## src/rtl/core/mexp_pkg.sv

```systemverilog
// shared types and field widths of the modular exponentiation block
// no dependencies
package mexp_pkg;

  localparam int BASE_W = 63;
  localparam int EXP_W  = 32;
  localparam int MOD_W  = 31;

  // base reduction step counter, counts BASE_W-1 down to 0
  localparam int RED_CW = $clog2(BASE_W);

  typedef enum logic [2:0] {
    ST_IDLE = 3'b001,
    ST_RED  = 3'b010,
    ST_MUL  = 3'b100
  } mexp_state_t;

endpackage

```

## src/rtl/core/mexp_mulmod.sv

```systemverilog
// bit-serial modular multiplier, one multiplier bit per cycle, msb first
// standalone, operands b and m must stay stable while a product is running
module mexp_mulmod #(
  parameter int W = 31
) (
  input  logic         clk,
  input  logic         rst_n,
  input  logic         go,
  input  logic [W-1:0] a,
  input  logic [W-1:0] b,
  input  logic [W-1:0] m,
  output logic         done,
  output logic [W-1:0] p
);

  localparam int CW = $clog2(W + 1);

  logic          busy_r, busy_nxt;
  logic          done_r, done_nxt;
  logic [CW-1:0] cnt_r, cnt_nxt;
  logic [W-1:0]  a_r, a_nxt;
  logic [W-1:0]  r_r, r_nxt;

  logic [W+1:0]  sum;
  logic [W+1:0]  m1;
  logic [W+1:0]  m2;
  logic [W+1:0]  red;

  // 2r + bit*b stays below 3m, so at most two subtractions of m
  always_comb begin
    m1  = {2'b00, m};
    m2  = {1'b0, m, 1'b0};
    sum = {1'b0, r_r, 1'b0} + {2'b00, (a_r[W-1] ? b : '0)};
    if (sum >= m2) begin
      red = sum - m2;
    end else if (sum >= m1) begin
      red = sum - m1;
    end else begin
      red = sum;
    end
  end

  always_comb begin
    busy_nxt = busy_r;
    done_nxt = 1'b0;
    cnt_nxt  = cnt_r;
    a_nxt    = a_r;
    r_nxt    = r_r;
    if (go) begin
      busy_nxt = 1'b1;
      cnt_nxt  = CW'(W);
      a_nxt    = a;
      r_nxt    = '0;
    end else if (busy_r) begin
      cnt_nxt = cnt_r - CW'(1);
      a_nxt   = a_r << 1;
      r_nxt   = red[W-1:0];
      if (cnt_r == CW'(1)) begin
        busy_nxt = 1'b0;
        done_nxt = 1'b1;
      end
    end
  end

  always_ff @(posedge clk) begin
    if (!rst_n) begin
      busy_r <= 1'b0;
      done_r <= 1'b0;
    end else begin
      busy_r <= busy_nxt;
      done_r <= done_nxt;
    end
    cnt_r <= cnt_nxt;
    a_r   <= a_nxt;
    r_r   <= r_nxt;
  end

  assign done = done_r;
  assign p    = r_r;

endmodule

```

## src/rtl/core/modular_exponentiation_top.sv

```systemverilog
// modular exponentiation, right-to-left square and multiply
// uses mexp_pkg and two mexp_mulmod bit-serial multipliers
// a zero modulus gives a zero result; else the base is reduced, then one square and multiply
//   runs per exponent bit up to the highest set bit, and the result strobe follows the last
// throughput: one word at a time, the next word is taken in the result strobe cycle
// synchronous active-low reset returns to idle; the receiver cannot stall
module modular_exponentiation_top #(
  parameter int MOD_BITS = 31,
  parameter int EXP_BITS = 32
) (
  input  logic                         clk,
  input  logic                         rst_n,
  input  logic                         start,
  output logic                         busy,
  input  logic [mexp_pkg::BASE_W-1:0]  in_base,
  input  logic [mexp_pkg::EXP_W-1:0]   in_exponent,
  input  logic [mexp_pkg::MOD_W-1:0]   in_modulus,
  output logic                         out_valid,
  output logic [mexp_pkg::MOD_W-1:0]   out_power_mod
);

  localparam int EU = (EXP_BITS < mexp_pkg::EXP_W) ? EXP_BITS : mexp_pkg::EXP_W;
  localparam int OW = mexp_pkg::MOD_W;
  localparam int RW = mexp_pkg::RED_CW;

  mexp_pkg::mexp_state_t state_r, state_nxt;

  logic [mexp_pkg::BASE_W-1:0] base_r, base_nxt;
  logic [EU-1:0]               exp_r, exp_nxt;
  logic [MOD_BITS-1:0]         mod_r, mod_nxt;
  logic [MOD_BITS-1:0]         b_r, b_nxt;
  logic [MOD_BITS-1:0]         acc_r, acc_nxt;
  logic [RW-1:0]               cnt_r, cnt_nxt;
  logic                        go_r, go_nxt;
  logic                        ov_r, ov_nxt;
  logic [OW-1:0]               res_r, res_nxt;

  logic [MOD_BITS-1:0]         mod_in;
  logic [MOD_BITS:0]           rem_sh;
  logic [MOD_BITS:0]           rem_sub;
  logic [MOD_BITS-1:0]         rem_new;
  logic [MOD_BITS-1:0]         acc_init;
  logic [MOD_BITS-1:0]         acc_upd;
  logic [EU-1:0]               exp_sh;
  logic                        sq_done;
  logic                        pr_done;
  logic [MOD_BITS-1:0]         sq_p;
  logic [MOD_BITS-1:0]         pr_p;

  assign mod_in = in_modulus[MOD_BITS-1:0];

  // restoring remainder step, one base bit per cycle
  always_comb begin
    rem_sh  = {b_r, base_r[mexp_pkg::BASE_W-1]};
    rem_sub = rem_sh - {1'b0, mod_r};
    rem_new = (rem_sh >= {1'b0, mod_r}) ? rem_sub[MOD_BITS-1:0] : rem_sh[MOD_BITS-1:0];
  end

  assign acc_init = (mod_r == MOD_BITS'(1)) ? '0 : MOD_BITS'(1);
  assign acc_upd  = exp_r[0] ? pr_p : acc_r;
  assign exp_sh   = exp_r >> 1;

  always_comb begin
    state_nxt = state_r;
    base_nxt  = base_r;
    exp_nxt   = exp_r;
    mod_nxt   = mod_r;
    b_nxt     = b_r;
    acc_nxt   = acc_r;
    cnt_nxt   = cnt_r;
    go_nxt    = 1'b0;
    ov_nxt    = 1'b0;
    res_nxt   = res_r;
    unique case (state_r)
      mexp_pkg::ST_IDLE: begin
        if (start) begin
          base_nxt = in_base;
          exp_nxt  = in_exponent[EU-1:0];
          mod_nxt  = mod_in;
          b_nxt    = '0;
          cnt_nxt  = RW'(mexp_pkg::BASE_W - 1);
          if (mod_in == '0) begin
            // no reduction possible, result is zero
            ov_nxt  = 1'b1;
            res_nxt = '0;
          end else begin
            state_nxt = mexp_pkg::ST_RED;
          end
        end
      end
      mexp_pkg::ST_RED: begin
        b_nxt    = rem_new;
        base_nxt = base_r << 1;
        cnt_nxt  = cnt_r - RW'(1);
        if (cnt_r == '0) begin
          acc_nxt = acc_init;
          if (exp_r == '0) begin
            ov_nxt    = 1'b1;
            res_nxt   = OW'(acc_init);
            state_nxt = mexp_pkg::ST_IDLE;
          end else begin
            go_nxt    = 1'b1;
            state_nxt = mexp_pkg::ST_MUL;
          end
        end
      end
      mexp_pkg::ST_MUL: begin
        if (sq_done) begin
          b_nxt   = sq_p;
          acc_nxt = acc_upd;
          exp_nxt = exp_sh;
          // stop once no set exponent bits remain
          if (exp_sh == '0) begin
            ov_nxt    = 1'b1;
            res_nxt   = OW'(acc_upd);
            state_nxt = mexp_pkg::ST_IDLE;
          end else begin
            go_nxt = 1'b1;
          end
        end
      end
      default: begin
        state_nxt = mexp_pkg::ST_IDLE;
      end
    endcase
  end

  always_ff @(posedge clk) begin
    if (!rst_n) begin
      state_r <= mexp_pkg::ST_IDLE;
      go_r    <= 1'b0;
      ov_r    <= 1'b0;
    end else begin
      state_r <= state_nxt;
      go_r    <= go_nxt;
      ov_r    <= ov_nxt;
    end
    base_r <= base_nxt;
    exp_r  <= exp_nxt;
    mod_r  <= mod_nxt;
    b_r    <= b_nxt;
    acc_r  <= acc_nxt;
    cnt_r  <= cnt_nxt;
    res_r  <= res_nxt;
  end

  // square and conditional product run in lock step
  mexp_mulmod #(.W(MOD_BITS)) u_sq (
    .clk   (clk),
    .rst_n (rst_n),
    .go    (go_r),
    .a     (b_r),
    .b     (b_r),
    .m     (mod_r),
    .done  (sq_done),
    .p     (sq_p)
  );

  mexp_mulmod #(.W(MOD_BITS)) u_pr (
    .clk   (clk),
    .rst_n (rst_n),
    .go    (go_r),
    .a     (acc_r),
    .b     (b_r),
    .m     (mod_r),
    .done  (pr_done),
    .p     (pr_p)
  );

  assign busy          = (state_r != mexp_pkg::ST_IDLE) || (pr_done && !sq_done);
  assign out_valid     = ov_r;
  assign out_power_mod = res_r;

endmodule

```

## config.mk

```make
export PLATFORM = sky130hd
export DESIGN_NAME = modular_exponentiation_top
export DESIGN_NICKNAME = d
export VERILOG_FILES = /design/src/rtl/core/mexp_pkg.sv /design/src/rtl/core/mexp_mulmod.sv /design/src/rtl/core/modular_exponentiation_top.sv
export SDC_FILE = /design/constraint.sdc
export NUM_CORES = 1
export LEC_CHECK = 0
export ABC_AREA = 1
export BUFFER_PORTS_ARGS = -buffer_cell sky130_fd_sc_hd__clkbuf_2
export CAP_MARGIN = 10
export CORE_AREA = 2 2 298 300
export CTS_CLUSTER_DIAMETER = 120
export DETAILED_ROUTE_END_ITERATION = 16
export DIE_AREA = 0 0 300 302
export PLACE_DENSITY = 0.55
export SYNTH_ARGS = -nofsm -noshare
export SYNTH_HDL_FRONTEND = slang
export SYNTH_SLANG_ARGS = --single-unit
```

## constraint.sdc

```tcl
create_clock -name clk -period 17.05 [get_ports clk]
set_input_delay 0.8525 -clock clk [delete_from_list [all_inputs] [get_ports clk]]
set_output_delay 0.8525 -clock clk [all_outputs]
set_load 0.1 [all_outputs]
```

==> impl_metrics.prom <==
# TYPE chip_impl_metric gauge
chip_impl_info{name="outcome",value="completed"} 1
chip_impl_metric{name="combinational_fraction_of_design_power",unit="%"} 68.2
chip_impl_metric{name="finalSetupTns",unit="ns"} 0
chip_impl_metric{name="cts.repair.resized",unit=""} 0
chip_impl_metric{name="fp.dieW",unit="µm"} 300
chip_impl_metric{name="worst_slew_margin_rel",unit="%"} 14.8
chip_impl_metric{name="final.period_utilization",unit="%"} 35.0
chip_impl_info{name="worstSetupEndpointType",value="register"} 1
chip_impl_metric{name="cts_max_level",unit=""} 2
chip_impl_metric{name="ys_seq_area_share",unit="%"} 33.7
chip_impl_metric{name="yosysWarningCount",unit=""} 0
chip_impl_info{name="yosys-top-cells-area",value="sky130_fd_sc_hd__edfxtp_1 28%, sky130_fd_sc_hd__nand2_1 19%, sky130_fd_sc_hd__ha_1 9.1%"} 1
chip_impl_metric{name="clock.fmax",unit="MHz"} 167
chip_impl_info{name="cpMostUsedCell",value="sky130_fd_sc_hd__nand2_1"} 1
chip_impl_metric{name="synth.lib_cells_used.distinct",unit=""} 53
chip_impl_metric{name="timing.final.hold_violations",unit=""} 0
chip_impl_metric{name="yosys_register_bits",unit=""} 368
chip_impl_metric{name="muxShareOfSynthArea",unit="%"} 0
chip_impl_metric{name="viasPerCell",unit=""} 5.26
chip_impl_metric{name="post_synth_xor_area_fraction",unit="%"} 4.18
chip_impl_metric{name="drt_drc_violations_left",unit=""} 0
chip_impl_metric{name="place_hpwl",unit="µm"} 95000
chip_impl_metric{name="grt_remaining_overflow",unit=""} 0
chip_impl_metric{name="asyncSetResetFlopFracSynth",unit="%"} 0
chip_impl_metric{name="design.core.area",unit="µm²"} 87600
chip_impl_metric{name="antenna_found_initial",unit=""} 3
chip_impl_metric{name="synthesis.nets",unit=""} 4775
chip_impl_metric{name="pwr-share-clk",unit="%"} 12.2
chip_impl_metric{name="power_leakage",unit="nW"} 16.7
chip_impl_metric{name="num_io_pins",unit=""} 162
chip_impl_info{name="rsz_0062_raised_after_global_routing",value="no"} 1
chip_impl_metric{name="synth_compound_area_share",unit="%"} 13.1
chip_impl_info{name="yosys.area.top_type",value="sky130_fd_sc_hd__edfxtp_1"} 1
chip_impl_metric{name="cellInternalPower",unit="mW"} 3.22
chip_impl_info{name="cp_slowest_cell",value="sky130_fd_sc_hd__edfxtp_1"} 1
chip_impl_metric{name="r2r_cells",unit=""} 25
chip_impl_metric{name="die_area",unit="µm²"} 90600
chip_impl_metric{name="first_global_vias",unit=""} 28182
chip_impl_metric{name="grt_pass1_wl",unit="µm"} 178000
chip_impl_metric{name="drive_gt1_share",unit="%"} 6.54
chip_impl_info{name="synth_top_cells_by_count",value="1529 x sky130_fd_sc_hd__nand2_1, 530 x sky130_fd_sc_hd__inv_1, 421 x sky130_fd_sc_hd__a21oi_1"} 1
chip_impl_metric{name="clkLatencyLatePin",unit="ns"} 0.61
chip_impl_metric{name="route.vias.total",unit=""} 30185
chip_impl_metric{name="vdd_drop_max",unit="mV"} 0.126
chip_impl_metric{name="drt-pass1-iter-count",unit=""} 6
chip_impl_metric{name="drt-initial-drc-count",unit=""} 2913
chip_impl_metric{name="postRouteAntennaNets",unit=""} 0
chip_impl_metric{name="max-clock-path-buffers",unit=""} 3
chip_impl_metric{name="post-cts-setup-buffer-count",unit=""} 0
chip_impl_metric{name="worst_hold_path.num_cells",unit=""} 1
chip_impl_metric{name="pd_cells",unit="nW/µm²"} 223
chip_impl_metric{name="fp-row-count",unit=""} 109
chip_impl_metric{name="setup_viol",unit=""} 0
chip_impl_info{name="tritoncts_clock_tree",value="done"} 1
chip_impl_metric{name="post_synth.cell_area_avg",unit="µm²"} 6.88
chip_impl_metric{name="gp_congestion",unit=""} 0.985
chip_impl_metric{name="synth-simple-area-share",unit="%"} 31.2
chip_impl_metric{name="cp.required",unit="ns"} 17.54
chip_impl_metric{name="dpl_cell_area",unit="µm²"} 32400
chip_impl_metric{name="grt.total_usage",unit="%"} 26.0
chip_impl_metric{name="areaGrowthSynthToFinish",unit="%"} 11.1
chip_impl_info{name="synth_top_family_by_area",value="simple AND/OR/NAND/NOR gates"} 1
chip_impl_metric{name="timing_worst_slew_pin_value",unit="ns"} 1.27
chip_impl_info{name="dominant_register_cell_in_the_synthesized_netlist",value="sky130_fd_sc_hd__edfxtp_1"} 1
chip_impl_metric{name="routed_wirelength",unit="µm"} 121000
chip_impl_metric{name="power.sequential.fraction",unit="%"} 19.6
chip_impl_metric{name="routed_wire_length_per_instance",unit="µm"} 21.1
chip_impl_metric{name="max_cap_viol_count",unit=""} 0
chip_impl_metric{name="time_the_worst_path_needs_with_i_o_delays_and_setup",unit="ns"} 5.97
chip_impl_metric{name="cp_max_fo",unit=""} 31
chip_impl_metric{name="synthAdderAreaFrac",unit="%"} 9.55
chip_impl_metric{name="effective_utilization_at_floorplan",unit="%"} 34.7
chip_impl_metric{name="grt_max_degree",unit=""} 96
chip_impl_metric{name="syn_area",unit="µm²"} 30400
chip_impl_info{name="cts_root_buffer",value="sky130_fd_sc_hd__clkbuf_16"} 1
chip_impl_info{name="critPathKind",value="register to register"} 1
chip_impl_metric{name="switching_power",unit="mW"} 4.33
chip_impl_metric{name="switching_share",unit="%"} 57.3
chip_impl_metric{name="nets",unit=""} 4899
chip_impl_metric{name="worst_clock_skew",unit="ns"} 0.0261
chip_impl_info{name="cell_with_the_most_instances_after_synthesis",value="sky130_fd_sc_hd__nand2_1"} 1
chip_impl_metric{name="cp_slowest_stage_delay",unit="ns"} 0.81
chip_impl_metric{name="cts.clk_slew.worst_paths",unit="ns"} 0.06
chip_impl_metric{name="worst_ep_arrival_time",unit="ns"} 6.46
chip_impl_metric{name="clock_sink_count",unit=""} 368
chip_impl_metric{name="synthesis.instances",unit=""} 4418
chip_impl_metric{name="synth_largest_type_area_fraction",unit="%"} 28.3
chip_impl_metric{name="timing_max_transition_violations_final",unit=""} 0
chip_impl_metric{name="layout.cell_area.non_filler",unit="µm²"} 33800
chip_impl_metric{name="cts_hold_repair.buffers",unit=""} 0
chip_impl_info{name="startpoint_type",value="register"} 1
chip_impl_metric{name="number_of_enable_flip_flop_cells_after_synthesis",unit=""} 287
chip_impl_metric{name="portBuffers",unit=""} 161
chip_impl_metric{name="tritoncts.num_buffers",unit=""} 45
chip_impl_metric{name="die_height",unit="µm"} 302
chip_impl_info{name="hold_path_class",value="primary input to register"} 1
==> power by group through the flow <==
stage          logic [mW]  clock network, mW  registers [mW]
6_report             5.15              0.922            1.48
5_1_grt              5.59              0.975            1.49
3_5_place_dp         5.01                  0            1.49
4_1_cts              5.04              0.943            1.48
3_3_place_gp         5.05                  0            1.49
2_1_floorplan        3.38                  0            1.52
==> kinds of logic (layout without fill, tap and decap cells) <==
logic type	count (synthesis)	count (layout)
AO/OA/AOI/OAI	730	730
XOR/XNOR	145	145
adder cells (fa/ha/maj)	228	228
buffers and inverters	644	800
flip-flops	368	368
other	0	2
AND/OR/NAND/NOR	2303	2303
==> worst paths after layout <==
path	endpoint	start	slack (ns)
max	u_sq.p[30]	u_sq.a_r[30]	11.08
min reg2reg	u_sq.cnt_r[4]	u_sq.cnt_r[4]	0.46
min	mod_r[23]	in_modulus[23]	0.45
max reg2reg	u_sq.p[30]	u_sq.a_r[30]	11.08
==> layout by cell type (no fill, tap or decap), types with 51 or more instances in the layout <==
cell type	Yosys	layout
sky130_fd_sc_hd__edfxtp_1	287	287
sky130_fd_sc_hd__nand3_1	286	286
sky130_fd_sc_hd__o21ai_0	174	173
sky130_fd_sc_hd__ha_1	221	221
sky130_fd_sc_hd__inv_1	530	530
sky130_fd_sc_hd__clkbuf_2	0	161
sky130_fd_sc_hd__dfxtp_1	81	80
sky130_fd_sc_hd__xnor2_1	56	56
sky130_fd_sc_hd__nand2_1	1529	1528
sky130_fd_sc_hd__nor2_1	307	306
sky130_fd_sc_hd__xor2_1	89	89
sky130_fd_sc_hd__a21oi_1	421	421
sky130_fd_sc_hd__nand4_1	51	51
==> per-stage QoR <==
step                instances  util, %  worst slack [ns]  hold WS [ns]  power (mW)
finish                   5741     38.6             11.08         0.446        7.55
global route             5739     38.6             10.70         0.433        8.06
CTS                      5739     38.6             11.21         0.425        7.46
detailed placement       5660     37.0             11.22         0.451        6.51
global placement         5660     37.0             11.25         0.447        6.55
floorplan                4418        -             11.39         0.428        4.90
==> layout make-up <==
type                       instances  area, µm²
antenna                            2       5.00
sequential                       368      10200
clock inverter                    19        189
clock buffer                      60       1180
fill                            9491      53800
inverter                         535       2010
multi-input combinational       3406      17700
tap                             1165       1460
timing repair buffer             186        993
==> worst max-delay path, delay by kind of cell, from the launching register on <==
kind / cells / cell delay, ns
and+or+nand+nor: 16 / 2.93
adders and majority gates: 3 / 1.06
DFF: 1 / 0.81
AOI/OAI and AO/OA: 2 / 0.39
xor gates and xnor gates: 1 / 0.37
buffers and inverters: 3 / 0.28
==> state kept, by name (all words and copies together) (netlist names) <==
| name | count |
|---|---|
| out_valid | 1 |
| go_r | 1 |
| u_pr.p | 31 |
| cnt_r | 6 |
| u_pr.a_r | 31 |
| state_r | 3 |
| acc_r | 31 |
| base_r | 63 |
| u_sq.cnt_r | 5 |
| u_sq.p | 31 |
| u_pr.cnt_r | 5 |
| mod_r | 31 |
| u_pr.busy_r | 1 |
| out_power_mod | 31 |
| u_sq.done | 1 |
| b_r | 31 |
| exp_r | 32 |
| u_pr.done | 1 |
| u_sq.a_r | 31 |
| u_sq.busy_r | 1 |
==> per-layer routing <==
layer  wire length (µm)  vias up  GRT usage (%)
li1                   -    14810              -
met1              52600    14153           34.5
met2              57100     1014           44.0
met3               6810      206           2.68
met4               4790        2           9.63
met5                 13        -              0
No activity file was read; power rests on OpenSTA's default activity.
